## config.mk

```make
export PLATFORM = sky130hd
export DESIGN_NAME = rto_estimator_with_backoff
export DESIGN_NICKNAME = d
export VERILOG_FILES = /design/src/rtl/rtoe_pkg.sv /design/src/rtl/rtoe_rtt_calc.sv /design/src/rtl/rtoe_backoff.sv /design/src/rtl/rto_estimator_with_backoff.sv
export SDC_FILE = /design/constraint.sdc
export NUM_CORES = 1
export LEC_CHECK = 0
export BUFFER_PORTS_ARGS = -buffer_cell sky130_fd_sc_hd__buf_2
export CAP_MARGIN = 20
export CORE_MARGIN = 4
export CORE_UTILIZATION = 40
export DETAILED_ROUTE_END_ITERATION = 7
export PLACE_DENSITY = 0.59
export SLEW_MARGIN = 25
export SYNTH_ARGS = -nofsm -noshare
export SYNTH_HDL_FRONTEND = slang
export SYNTH_SLANG_ARGS = --single-unit
```

## constraint.sdc

```tcl
create_clock -name aclk -period 7.8 [get_ports aclk]
set_input_delay 0.39 -clock aclk [delete_from_list [all_inputs] [get_ports aclk]]
set_output_delay 0.39 -clock aclk [all_outputs]
set_load 0.01 [all_outputs]
```

## src/rtl/rtoe_pkg.sv

```systemverilog
// rtoe_pkg: shared types and constants for the rto estimator with backoff
// request codes, config register indexes, reset values, link state structs
// no dependencies
package rtoe_pkg;

    // request codes
    typedef enum logic [1:0] {
        REQ_RTT     = 2'd0,
        REQ_EXPIRY  = 2'd1,
        REQ_CONGEST = 2'd2,
        REQ_UNUSED  = 2'd3
    } req_type_t;

    // config register indexes
    typedef enum logic [1:0] {
        CFG_TICKS     = 2'd0,
        CFG_LIMIT     = 2'd1,
        CFG_MSS       = 2'd2,
        CFG_THRESHOLD = 2'd3
    } cfg_index_t;

    // config reset values
    localparam logic [9:0]  RESET_TICKS     = 10'd1000;
    localparam logic [3:0]  RESET_LIMIT     = 4'd5;
    localparam logic [15:0] RESET_MSS       = 16'd1460;
    localparam logic [15:0] RESET_THRESHOLD = 16'hFFFF;

    // retry counter saturation value
    localparam logic [7:0]  RETRY_MAX       = 8'hFF;

    // timer and window state kept per connection
    typedef struct packed {
        logic [15:0] rto;
        logic [7:0]  retries;
        logic        failed;
        logic [16:0] cwnd;
        logic [16:0] ssthresh;
    } link_state_t;

    // result of the expiry and congestion path
    typedef struct packed {
        link_state_t nxt;
        logic        retransmit;
        logic [30:0] delay;
    } backoff_res_t;

endpackage

```

## src/rtl/rtoe_rtt_calc.sv

```systemverilog
// rtoe_rtt_calc: srtt / rttvar update from one rtt sample and clamped rto
// combinational; uses rtoe_pkg
module rtoe_rtt_calc
    import rtoe_pkg::*;
#(
    parameter int SAMPLE_BITS = 20
) (
    input  logic [SAMPLE_BITS-1:0] sample,
    input  logic [SAMPLE_BITS-1:0] srtt,
    input  logic [SAMPLE_BITS-1:0] rttvar,
    input  logic [9:0]             ticks,
    output logic [SAMPLE_BITS-1:0] srtt_next,
    output logic [SAMPLE_BITS-1:0] rttvar_next,
    output logic [15:0]            rto_next
);

    localparam int DW = SAMPLE_BITS + 1;
    localparam int RW = SAMPLE_BITS + 3;

    logic signed [DW-1:0]    delta;
    logic [SAMPLE_BITS-1:0]  mag;
    logic signed [DW-1:0]    vdiff;
    logic [DW-1:0]           s_sum;
    logic [DW-1:0]           v_sum;
    logic [RW-1:0]           rto_sum;
    logic [15:0]             lo;
    logic [15:0]             hi;

    // signed error against the old estimate
    assign delta = signed'({1'b0, sample}) - signed'({1'b0, srtt});
    assign mag   = delta[DW-1] ? SAMPLE_BITS'(-delta) : delta[SAMPLE_BITS-1:0];
    assign vdiff = signed'({1'b0, mag}) - signed'({1'b0, rttvar});

    // gains of 1/8 and 1/4, floor division by arithmetic shift
    assign s_sum = {1'b0, srtt} + DW'(delta >>> 3);
    assign v_sum = {1'b0, rttvar} + DW'(vdiff >>> 2);

    // seed while the estimate is still zero
    always_comb begin
        if (srtt == '0) begin
            srtt_next   = sample;
            rttvar_next = sample >> 1;
        end else begin
            srtt_next   = s_sum[SAMPLE_BITS-1:0];
            rttvar_next = v_sum[SAMPLE_BITS-1:0];
        end
    end

    // rto = srtt + 4*rttvar, clamped to half a second .. sixty seconds
    assign rto_sum = {3'b000, srtt_next} + {1'b0, rttvar_next, 2'b00};
    assign lo      = {7'd0, ticks[9:1]};
    assign hi      = {6'd0, ticks} * 16'd60;

    always_comb begin
        if (rto_sum < RW'(lo)) begin
            rto_next = lo;
        end else if (rto_sum > RW'(hi)) begin
            rto_next = hi;
        end else begin
            rto_next = rto_sum[15:0];
        end
    end

endmodule

```

## src/rtl/rtoe_backoff.sv

```systemverilog
// rtoe_backoff: timer expiry backoff and congestion window halving
// combinational; uses rtoe_pkg
module rtoe_backoff
    import rtoe_pkg::*;
(
    input  req_type_t    req,
    input  link_state_t  cur,
    input  logic [3:0]   retry_limit,
    input  logic [15:0]  segment_size,
    output backoff_res_t res
);

    logic        below_limit;
    logic [7:0]  retries_inc;
    logic [15:0] half_cwnd;
    logic [16:0] floor_win;
    logic [16:0] new_thresh;

    assign below_limit = cur.retries < {4'd0, retry_limit};
    assign retries_inc = (cur.retries == RETRY_MAX) ? cur.retries : cur.retries + 8'd1;

    // new threshold is the larger of half the window and two segments
    assign half_cwnd  = cur.cwnd[16:1];
    assign floor_win  = {segment_size, 1'b0};
    assign new_thresh = ({1'b0, half_cwnd} > floor_win) ? {1'b0, half_cwnd} : floor_win;

    always_comb begin
        res            = '0;
        res.nxt        = cur;
        case (req)
            REQ_EXPIRY: begin
                res.nxt.retries = retries_inc;
                if (below_limit) begin
                    res.retransmit = 1'b1;
                    res.delay      = 31'({15'd0, cur.rto} << retries_inc[3:0]);
                end else begin
                    res.nxt.failed = 1'b1;
                end
            end
            REQ_CONGEST: begin
                res.nxt.ssthresh = new_thresh;
                res.nxt.cwnd     = new_thresh;
            end
            default: begin
                res.nxt = cur;
            end
        endcase
    end

endmodule

```

## src/rtl/rto_estimator_with_backoff.sv

```systemverilog
// rto_estimator_with_backoff: top level, request/result registers and state
// uses rtoe_pkg, rtoe_rtt_calc, rtoe_backoff
//
//  channel  | handshake          | payload
//  ---------+--------------------+------------------------------------------
//  s_       | s_valid / s_ready  | s_req_type, s_rtt_sample
//  m_       | m_valid / m_ready  | srtt, rttvar, rto, delay, flags, windows
//  cfg_     | cfg_valid/cfg_ready| cfg_index, cfg_data
//
// one request per cycle while the result channel does not stall; a result is
// shown after its request passes the request register, then the result register
// all estimator state updates in the cycle a request leaves its register
// aresetn (synchronous) loads the default config and the initial state
// a stalled result holds the request register; cfg_ready is always high
module rto_estimator_with_backoff
    import rtoe_pkg::*;
#(
    parameter int SAMPLE_BITS = 20
) (
    input  logic                   aclk,
    input  logic                   aresetn,
    // request channel
    input  logic                   s_valid,
    output logic                   s_ready,
    input  logic [1:0]             s_req_type,
    input  logic [SAMPLE_BITS-1:0] s_rtt_sample,
    // result channel
    output logic                   m_valid,
    input  logic                   m_ready,
    output logic [SAMPLE_BITS-1:0] m_smoothed_rtt,
    output logic [SAMPLE_BITS-1:0] m_rtt_variance,
    output logic [15:0]            m_timeout_value,
    output logic [30:0]            m_next_timer_delay,
    output logic                   m_retransmit_now,
    output logic                   m_connection_failed,
    output logic [16:0]            m_congestion_window,
    output logic [16:0]            m_slow_start_threshold,
    // config write channel
    input  logic                   cfg_valid,
    output logic                   cfg_ready,
    input  logic [1:0]             cfg_index,
    input  logic [15:0]            cfg_data
);

    logic [9:0]             ticks_reg;
    logic [3:0]             limit_reg;
    logic [15:0]            mss_reg;
    logic [15:0]            thresh_reg;

    logic                   in_valid_reg;
    req_type_t              in_req_reg;
    logic [SAMPLE_BITS-1:0] in_sample_reg;

    logic [SAMPLE_BITS-1:0] srtt_reg;
    logic [SAMPLE_BITS-1:0] rttvar_reg;
    link_state_t            link_reg;

    logic [SAMPLE_BITS-1:0] srtt_calc;
    logic [SAMPLE_BITS-1:0] rttvar_calc;
    logic [15:0]            rto_calc;
    backoff_res_t           bo_res;

    logic [SAMPLE_BITS-1:0] srtt_next;
    logic [SAMPLE_BITS-1:0] rttvar_next;
    link_state_t            link_next;

    logic                   out_valid_reg;
    logic                   advance;

    // handshake
    assign advance   = in_valid_reg && (!out_valid_reg || m_ready);
    assign s_ready   = !in_valid_reg || !out_valid_reg || m_ready;
    assign cfg_ready = 1'b1;
    assign m_valid   = out_valid_reg;

    // config registers
    always_ff @(posedge aclk) begin
        if (!aresetn) begin
            ticks_reg  <= RESET_TICKS;
            limit_reg  <= RESET_LIMIT;
            mss_reg    <= RESET_MSS;
            thresh_reg <= RESET_THRESHOLD;
        end else if (cfg_valid && cfg_ready) begin
            unique case (cfg_index_t'(cfg_index))
                CFG_TICKS:     ticks_reg  <= cfg_data[9:0];
                CFG_LIMIT:     limit_reg  <= cfg_data[3:0];
                CFG_MSS:       mss_reg    <= cfg_data;
                CFG_THRESHOLD: thresh_reg <= cfg_data;
                default:       ticks_reg  <= ticks_reg;
            endcase
        end
    end

    // request register
    always_ff @(posedge aclk) begin
        if (!aresetn) begin
            in_valid_reg <= 1'b0;
        end else if (s_ready) begin
            in_valid_reg <= s_valid;
        end
    end

    always_ff @(posedge aclk) begin
        if (s_valid && s_ready) begin
            in_req_reg    <= req_type_t'(s_req_type);
            in_sample_reg <= s_rtt_sample;
        end
    end

    // estimator datapath
    rtoe_rtt_calc #(
        .SAMPLE_BITS (SAMPLE_BITS)
    ) u_rtt_calc (
        .sample      (in_sample_reg),
        .srtt        (srtt_reg),
        .rttvar      (rttvar_reg),
        .ticks       (ticks_reg),
        .srtt_next   (srtt_calc),
        .rttvar_next (rttvar_calc),
        .rto_next    (rto_calc)
    );

    rtoe_backoff u_backoff (
        .req          (in_req_reg),
        .cur          (link_reg),
        .retry_limit  (limit_reg),
        .segment_size (mss_reg),
        .res          (bo_res)
    );

    // select the updated state by request type
    always_comb begin
        srtt_next   = srtt_reg;
        rttvar_next = rttvar_reg;
        link_next   = bo_res.nxt;
        if (in_req_reg == REQ_RTT) begin
            srtt_next     = srtt_calc;
            rttvar_next   = rttvar_calc;
            link_next.rto = rto_calc;
        end
    end

    // estimator state
    always_ff @(posedge aclk) begin
        if (!aresetn) begin
            srtt_reg          <= '0;
            rttvar_reg        <= '0;
            link_reg.rto      <= {6'd0, RESET_TICKS};
            link_reg.retries  <= '0;
            link_reg.failed   <= 1'b0;
            link_reg.cwnd     <= {1'b0, RESET_MSS};
            link_reg.ssthresh <= {1'b0, RESET_THRESHOLD};
        end else if (advance) begin
            srtt_reg   <= srtt_next;
            rttvar_reg <= rttvar_next;
            link_reg   <= link_next;
        end
    end

    // result register
    always_ff @(posedge aclk) begin
        if (!aresetn) begin
            out_valid_reg <= 1'b0;
        end else if (advance) begin
            out_valid_reg <= 1'b1;
        end else if (m_ready) begin
            out_valid_reg <= 1'b0;
        end
    end

    always_ff @(posedge aclk) begin
        if (advance) begin
            m_smoothed_rtt         <= srtt_next;
            m_rtt_variance         <= rttvar_next;
            m_timeout_value        <= link_next.rto;
            m_next_timer_delay     <= bo_res.delay;
            m_retransmit_now       <= bo_res.retransmit;
            m_connection_failed    <= link_next.failed;
            m_congestion_window    <= link_next.cwnd;
            m_slow_start_threshold <= link_next.ssthresh;
        end
    end

    // failure is sticky until reset
    a_failed_sticky: assert property (@(posedge aclk) disable iff (!aresetn)
        link_reg.failed |=> link_reg.failed)
        else $error("failed flag cleared");

    // a retry count past any limit means the connection has failed
    a_count_implies_failed: assert property (@(posedge aclk) disable iff (!aresetn)
        (link_reg.retries > 8'd15) |-> link_reg.failed)
        else $error("retry count beyond limit without failure");

    // the backed-off delay is zero unless a retransmit is requested
    a_delay_only_on_rexmit: assert property (@(posedge aclk) disable iff (!aresetn)
        (m_valid && !m_retransmit_now) |-> (m_next_timer_delay == '0))
        else $error("timer delay without retransmit");

    // a held request stays in its register until it moves on
    a_request_held: assert property (@(posedge aclk) disable iff (!aresetn)
        (in_valid_reg && !advance) |=> (in_valid_reg && $stable(in_req_reg)
            && $stable(in_sample_reg)))
        else $error("request register lost a stalled request");

endmodule

```

==> run summary, run 1 <==
The flow ran to the end, but the final reports show violations. The checks that failed: setup timing. The maximum number of pins on one net before global-route repair is 74. The number of max-capacitance violations reported came out at 0. The count of endpoints failing hold in the final timing report came out at 0. Together, buffers and inverters on the worst path number 6. The setup slack after placement came out at -0.4112 ns. Buffers inserted during clock tree synthesis total 34.

The congestion estimate from routability-driven global placement came to 0.9056. The flip-flop and latch count after synthesis came out at 276. The clock passes through at most 3 buffers. The power density of the placed cells came out at 341.6 nW/um2. In this design, the critical path's most frequently occurring cell is buf_6. The root buffer selected by CTS is clkbuf_16. The number of flip-flops in the largest register is 59. The number of input and output port buffers inserted is 169. The number of nets handed over by synthesis was 2261. The number of sinks on the clock net came out at 276.

The count of placed standard cells including taps came out at 2973. The kind of critical path is register to register. The largest single stage delay on the critical path is 0.55 ns. For this run, the register share of the synthesized area comes to 37.79%.

The sum of overflow across all layers after global routing is 0. The number of iterations in the first detailed-routing pass came out at 5. In the post-synthesis netlist, the cell with the most instances is nand2_1. The share of flip-flops with an asynchronous set or reset came out at 0%. The clock-pin slew on the worst setup and hold paths came out at 0.06 ns. After legalization and detailed placement, the total HPWL measured 41920 um.

Summed over all layers, the routed wires come to 56240 um. The worst setup path is launched from a register. The starting density of the core came out at 40.59%. The total chip power is 8.348 mW.

The H-tree generated during clock tree synthesis spans 2 levels. For this design the static power due to leakage is 10.39 nW. The netlist area before placement came out at 18460 um2. The final-report max-slew violation count came to 0.

After synthesis, the cell types taking the most area are edfxtp_1 24%, dfxtp_1 14%, ha_1 10%. The endpoint kind of the worst setup timing path is a register. The clock skew came out at 0.03088 ns. The largest delay contributor family on the critical path is simple AND/OR/NAND/NOR gates. The worst slew slack as a fraction of its limit came out at 30.72%. The largest voltage drop on the vdd net is 288.2 uV. The synthesized design spends more area on one cell type than any other, namely edfxtp_1. Setup repair after global routing could not meet its margin everywhere. Among all flip-flop cells after synthesis, the most frequent one is edfxtp_1. The height of the chip came out at 222.8 um. The post-synthesis compound-gate area fraction is 19.42%.

The global-route wire length before repair is 86470 um. The floorplan core area came out at 45480 um2. The clock reaches the later pin of the worst-skew pair after 0.57 ns. The synthesized-area fraction occupied by adder cells is 12.71%. The overall die area came out at 49660 um2. After detailed routing, the number of vias per cell comes to 5.338.

Each instance of the synthesized netlist takes up on average 9.045 um2. The row count is 78. The combined global-route utilization of all metal layers came out at 21.45%. After layout, the worst setup slack is -0.02899 ns.

Sorting the synthesized cells by how often they occur yields 249 x nand2_1, 168 x nor2_1, 154 x ha_1. The worst hold path belongs to the class input pin to register. Summing the areas of all xor and xnor instances in the mapped netlist gives 4.914% of the synthesized area. Yosys printed 0 warnings.

Relative to the synthesized area, the layout overhead comes to 32.36%. The count of unresolved DRC violations after routing is 0. After synthesis, the largest family of logic cells by area is compound AO/OA/AOI/OAI gates. The net count of the finished layout is 2694. The number of placed I/O pins is 171. The final cell count without fillers is 3101.

The maximum fanout encountered on the critical timing path came out at 7. The number of instances in the synthesized netlist is 2041. The violation count after the first detailed-route iteration is 1095. Among all stages on the critical path, the largest delay is contributed by or4_4. The required time at the endpoint of the critical path came out at 8.09 ns. The number of different library cells used by synthesis comes to 90. The period utilization came out at 100.4%. The slew of the pin with the lowest slew margin is 1.038 ns. The fraction of layout instances using a drive strength above 1 is 28.52%. The via total after detailed routing is 16550. The synthesized design devotes to its leading area cell type 23.59% of total area. The via count of the first global-routing pass is 16330. The maximum achievable frequency is 127.7 MHz. The mux share of post-synthesis cell area came out at 4.148%. The floorplan step set the die width to 222.8 um. The arrival time at the worst endpoint is 8.12 ns. The minimum clock period is 7.829 ns.

TritonCTS built the clock tree. The detail-routed net length per standard cell is 18.14 um. The number of flops mapped to enable cells by yosys is 145. After Yosys synthesis, and, or, nand and nor cells account for 16.66% of the synthesized area. The number of nets with antenna violations after detailed routing is 0. The initial antenna violation count came out at 0. The number of endpoints failing setup at the final stage came out at 1.
-- stage by stage --
step	TNS, ns	util [%]	area (um2)	hold slack, ns
after global routing	-9.353	53.72	24430	0.02206
final	-0.02899	53.73	24430	0.03543
after detailed placement	-8.565	47.58	21640	0.4471
after floorplan	0	-	18480	0.4317
after CTS	0	51.11	23240	0.01094
after global placement	-3.554	47.56	21630	0.4373
-- cell type report --
type	instances	area (um2)
antenna	1	2.502
clock buffer	41	887.1
tap	600	750.7
inverter	133	504.2
timing repair buffer	472	3247
sequential	276	6978
fill	4143	21040
multi-input combinational	1557	11780
clock inverter	21	290.3
-- repair_timing --
action,CTS,global route
setup buffers,10,34
pin swaps,24,157
endpoints found under the hold margin,20,0
cloned,0,1
gates resized for setup,42,196
setup endpoints to repair,32,32
hold buffers,20,0
-- worst reg2reg max path, delay by kind of cell, from the launching register on --
kind	cells	cell delay, ns
and+or+nand+nor	13	2.40
AOI/OAI and AO/OA	12	2.31
adders and majority gates	4	1.03
buffers and inverters	6	0.85
xor gates and xnor gates	3	0.41
DFF	1	0.40
muxes	1	0.19
-- layout by cell type (no fill, tap or decap), types with 56 or more instances in the layout --
cell type and instances:
a21oi_1 63, buf_2 168, buf_4 269, dfxtp_1 130, edfxtp_1 145, ha_1 143
inv_1 129, mux2i_1 65, nand2_1 241, nor2_1 152, o21a_1 56, o21ai_0 108
xnor2_1 58
-- logic make-up after synthesis --
| kind of cell | after synthesis |
|---|---|
| buf+inv | 209 |
| flops | 276 |
| other cells | 1 |
| compound gates | 542 |
| fa+ha+maj | 175 |
| mux | 76 |
| simple gates | 661 |
| xor+xnor | 101 |
-- path summary, 6_finish.rpt --
path	startpoint	to	slack, ns	cells past startpoint
worst max-delay path	in_sample_reg[1]	m_timeout_value[10]	-0.03	39
worst min-delay path	s_req_type[0]	in_req_reg[0]	0.04	1
worst max register to register	in_sample_reg[1]	m_timeout_value[10]	-0.03	39
worst min register to register	link_reg[34]	link_reg[34]	0.46	1
-- routing by layer --
| layer | wire length, um | global-route usage (%) | vias to the layer above |
|---|---|---|---|
| met4 | 2343 | 8.988 | 0 |
| met5 | 0 | 0 | - |
| met2 | 27440 | 36.86 | 429 |
| met3 | 2703 | 3.343 | 133 |
| li1 | - | - | 8136 |
| met1 | 23750 | 26.91 | 7856 |
-- power by group --
part | total (mW) | switching [mW] | internal, mW | leakage [nW]
clock network | 1.68 | 0.657 | 1.02 | 0.573
registers | 1.67 | 0.0451 | 1.62 | 2.43
logic | 5.00 | 2.67 | 2.34 | 7.39
(Power assumes the default switching activity.)
==> run 2, diff against run 1 <==
Settings changed: CORE_MARGIN 4 to unset, REMOVE_ABC_BUFFERS set to 1, SLEW_MARGIN 25 to 10.
==> run 2 against run 1 <==
Hold slack lost 0.0013 ns. First-iteration DRC count shrank 5.9%. The run still ends with setup timing left. Highest routed layer unchanged. Core utilization grew 0.15 points. Power shrank 0.96%. Maximum frequency shrank 1.2%. Sequential share of layout area shrank 0.080 points. Routed wire length shrank 1.5%. Largest cell class unchanged. Critical path depth shrank 2. Non-clock buffer count grew 45.
==> run summary, run 2 (same netlist as run 1, synthesis figures left out) <==
The fraction of layout instances using a drive strength above 1 came out at 28.73% (+0.21 points). The arrival time at the worst endpoint was 8.22 ns (+0.10 ns). The height of the chip is 216.8 um (-2.7%).

The checks that failed: setup timing. The destination of the worst register-to-register timing path is m_timeout_value[12]. The clock insertion delay at the later pin of the skew report is 0.58 ns (about the same). The area overhead of the layout relative to synthesis came out at 32.73%. The largest voltage drop on the vdd net came out at 250.2 uV (-13%).

The TritonCTS clock tree is done. The via count of the first global-routing pass is 16400 (+0.46%). The post-layout worst setup margin came to -0.1234 ns (-0.09441 ns).

The worst hold path belongs to the class input pin to register. The minimum clock period came to 7.923 ns (+0.09441 ns). The maximum buffer depth of the clock tree was 3 (unchanged).

The clock skew came out at 0.03437 ns (+0.003492 ns). The count of antenna diodes in the layout is 0 (-1). STA classifies the critical path endpoint as a register. The setup path with the least slack is of type register to register. The cell depth of the worst hold path was 1 (unchanged). The clock-pin slew on the worst setup and hold paths is 0.06 ns (about the same).

The via total after detailed routing is 16610 (+0.33%). The number of flip-flops in the largest register was 59 (unchanged). The cell sitting at the root of the clock tree is a clkbuf_16. The CTS buffer count came out at 34 (unchanged). The largest stage delay on the critical path is 0.47 ns (-0.08 ns). The average vias per placed instance is 5.283 (-1.0%). The worst register-to-register path begins at in_sample_reg[10]. The number of endpoints failing setup at the final stage is 24 (+23). The slew of the pin with the lowest slew margin came to 1.161 ns (+0.1228 ns). The maximum number of pins on one net before global-route repair came to 80 (+8.1%). The HPWL reported at the end of detailed placement was 40990 um (-2.2%). The floorplan core area is 45480 um2 (unchanged). The setup TNS after final layout was -1.842 ns (-1.813 ns). The worst setup path is launched from a register.

The row count is 78 (unchanged). For this design, the slowest cell found on the critical path is edfxtp_1. The library cell used most frequently in the layout, excluding fill and tap cells, is buf_4.

The slack of the worst reg-to-reg path came out at -0.12 ns (-0.09 ns). Setup repair after global routing could not meet its margin everywhere. The filler cell count in the final layout came out at 4187 (+1.1%).

The maximum fanout encountered on the critical timing path was 7 (unchanged). The number of max-capacitance violations reported was 0 (unchanged). The required time at the endpoint of the critical path came to 8.09 ns (about the same). The global-route wire length before repair came out at 86160 um (-0.36%).

The count of unresolved DRC violations after routing came out at 0 (unchanged). The count of endpoints failing hold in the final timing report is 0 (unchanged). The total detailed-routing wirelength came out at 55390 um (-1.5%). The placer's final routability congestion estimate is 0.9282 (+2.5%). The maximum achievable frequency is 126.2 MHz (-1.2%).

The chip width came out at 216.8 um (-2.7%). The number of input and output port buffers inserted is 169 (unchanged). The number of placed I/O pins came out at 171 (unchanged).

The footprint of the flip-flops and latches came out at 6978 um2 (unchanged). The final-report max-slew violation count is 0 (unchanged). The placed instance area is 21940 um2 (+1.4%). The net count of the finished layout came out at 2738 (+1.6%). The period utilization came to 101.6% (+1.2 points). The area of the multi-input gates is 11540 um2 (-2.0%). The finished layout cell area came out at 24500 um2 (+0.28%). The starting density of the core was 40.59% (unchanged).

In this design, the critical path's most frequently occurring cell is buf_6. The worst hold slack was 0.03417 ns (-0.001253 ns). The overall die area is 47020 um2 (-5.3%). The violation count after the first detailed-route iteration was 1030 (-5.9%).

The sum of overflow across all layers after global routing came out at 0 (unchanged). The leakage dissipation came out at 10.54 nW (+1.5%). The worst hold path begins at s_req_type[0]. The top cell types in the final layout, fill and taps aside, are 319 x buf_4, 242 x nand2_1, 168 x buf_2.

The total chip power is 8.268 mW (-0.96%). The power density of the placed cells is 337.4 nW/um2 (-1.2%). The level count of the clock H-tree came to 2 (unchanged). The worst slew slack as a fraction of its limit came out at 22.33% (-8.4 points). The number of nets with antenna violations after detailed routing came out at 0 (unchanged). The initial antenna violation count is 1 (+1). The combined global-route utilization of all metal layers came out at 23.32% (+1.9 points). The terminating pin of the worst hold path is in_req_reg[0]. The number of sinks on the clock net is 276 (unchanged). The flow ran to the end, but the final reports show violations. The depth of the worst register-to-register path came out at 37 (-5.1%).

The number of iterations in the first detailed-routing pass came out at 7 (+2). The final standard cell utilization of the core came out at 53.88% (+0.15 points). The detail-routed net length per standard cell came out at 17.62 um (-2.9%).
run 2: cell types whose count changed in the layout (fill, tap and decap cells not counted), sizes merged:
cell	previous run	this run
and3	14	13
buf	452	496
bufinv	6	4
clkbuf	41	40
clkinv	13	15
clkinvlp	0	4
diode	1	0
inv	135	133
run 2: timing repair:
action                                  in CTS  in global routing
resized for setup                          105                 84
endpoints found under the hold margin       20                  0
endpoints found under the setup margin      32                 32
pin swaps                                   73                 91
setup buffers                               31                 13
gates cloned                                 0                  1
hold buffers                                20                  0
run 2: routing by layer:
layer	up-vias	part of all wire [%]	GRT usage [%]
met5	-	0	0
met4	0	3.7	9.742
met3	113	4.0	3.173
met2	375	48	40.41
met1	7895	44	29.03
li1	8226	-	-
run 2: where the power goes:
part           internal (mW)  switching (mW)  leakage [nW]
logic                   2.39            2.59          7.57
registers               1.62          0.0456          2.43
clock network          0.946           0.672         0.538
run 2: stage by stage:
| stage | instances | setup slack, ns |
|---|---|---|
| finish | 3144 | -0.1234 |
| global route | 3144 | -0.6195 |
| CTS | 3129 | -0.009605 |
| detailed placement | 3019 | -0.5157 |
| floorplan | 1965 | -0.2763 |
| global placement | 3019 | -0.3983 |
run 2: worst max-delay path: cells and delay by family, from the launching register on:
| kind | cells | cell delay [ns] |
|---|---|---|
| compound gates | 9 | 1.94 |
| xor+xnor | 3 | 0.39 |
| fa+ha+maj | 4 | 1.15 |
| buf+inv | 6 | 0.83 |
| flops | 1 | 0.47 |
| mux | 1 | 0.20 |
| simple gates | 14 | 2.65 |
run 2: layout make-up:
class | count | area share, %
repair buffers | 517 | 14.66
well taps | 600 | 3.064
flip-flops and latches | 276 | 28.48
clock inverters | 23 | 1.093
multi-input cells | 1556 | 47.10
inverters | 133 | 2.058
clock buffers | 39 | 3.549
run 2: worst max-delay path by stage:
stage / startpoint / to / cells past startpoint
after detailed placement: in_sample_reg[0] / m_timeout_value[5] / 44
final: in_sample_reg[10] / m_timeout_value[12] / 37
after global routing: in_sample_reg[10] / m_timeout_value[7] / 41
after global placement: in_sample_reg[10] / m_timeout_value[5] / 42
after floorplan: srtt_reg[9] / m_timeout_value[6] / 40
after CTS: in_sample_reg[0] / m_timeout_value[6] / 44
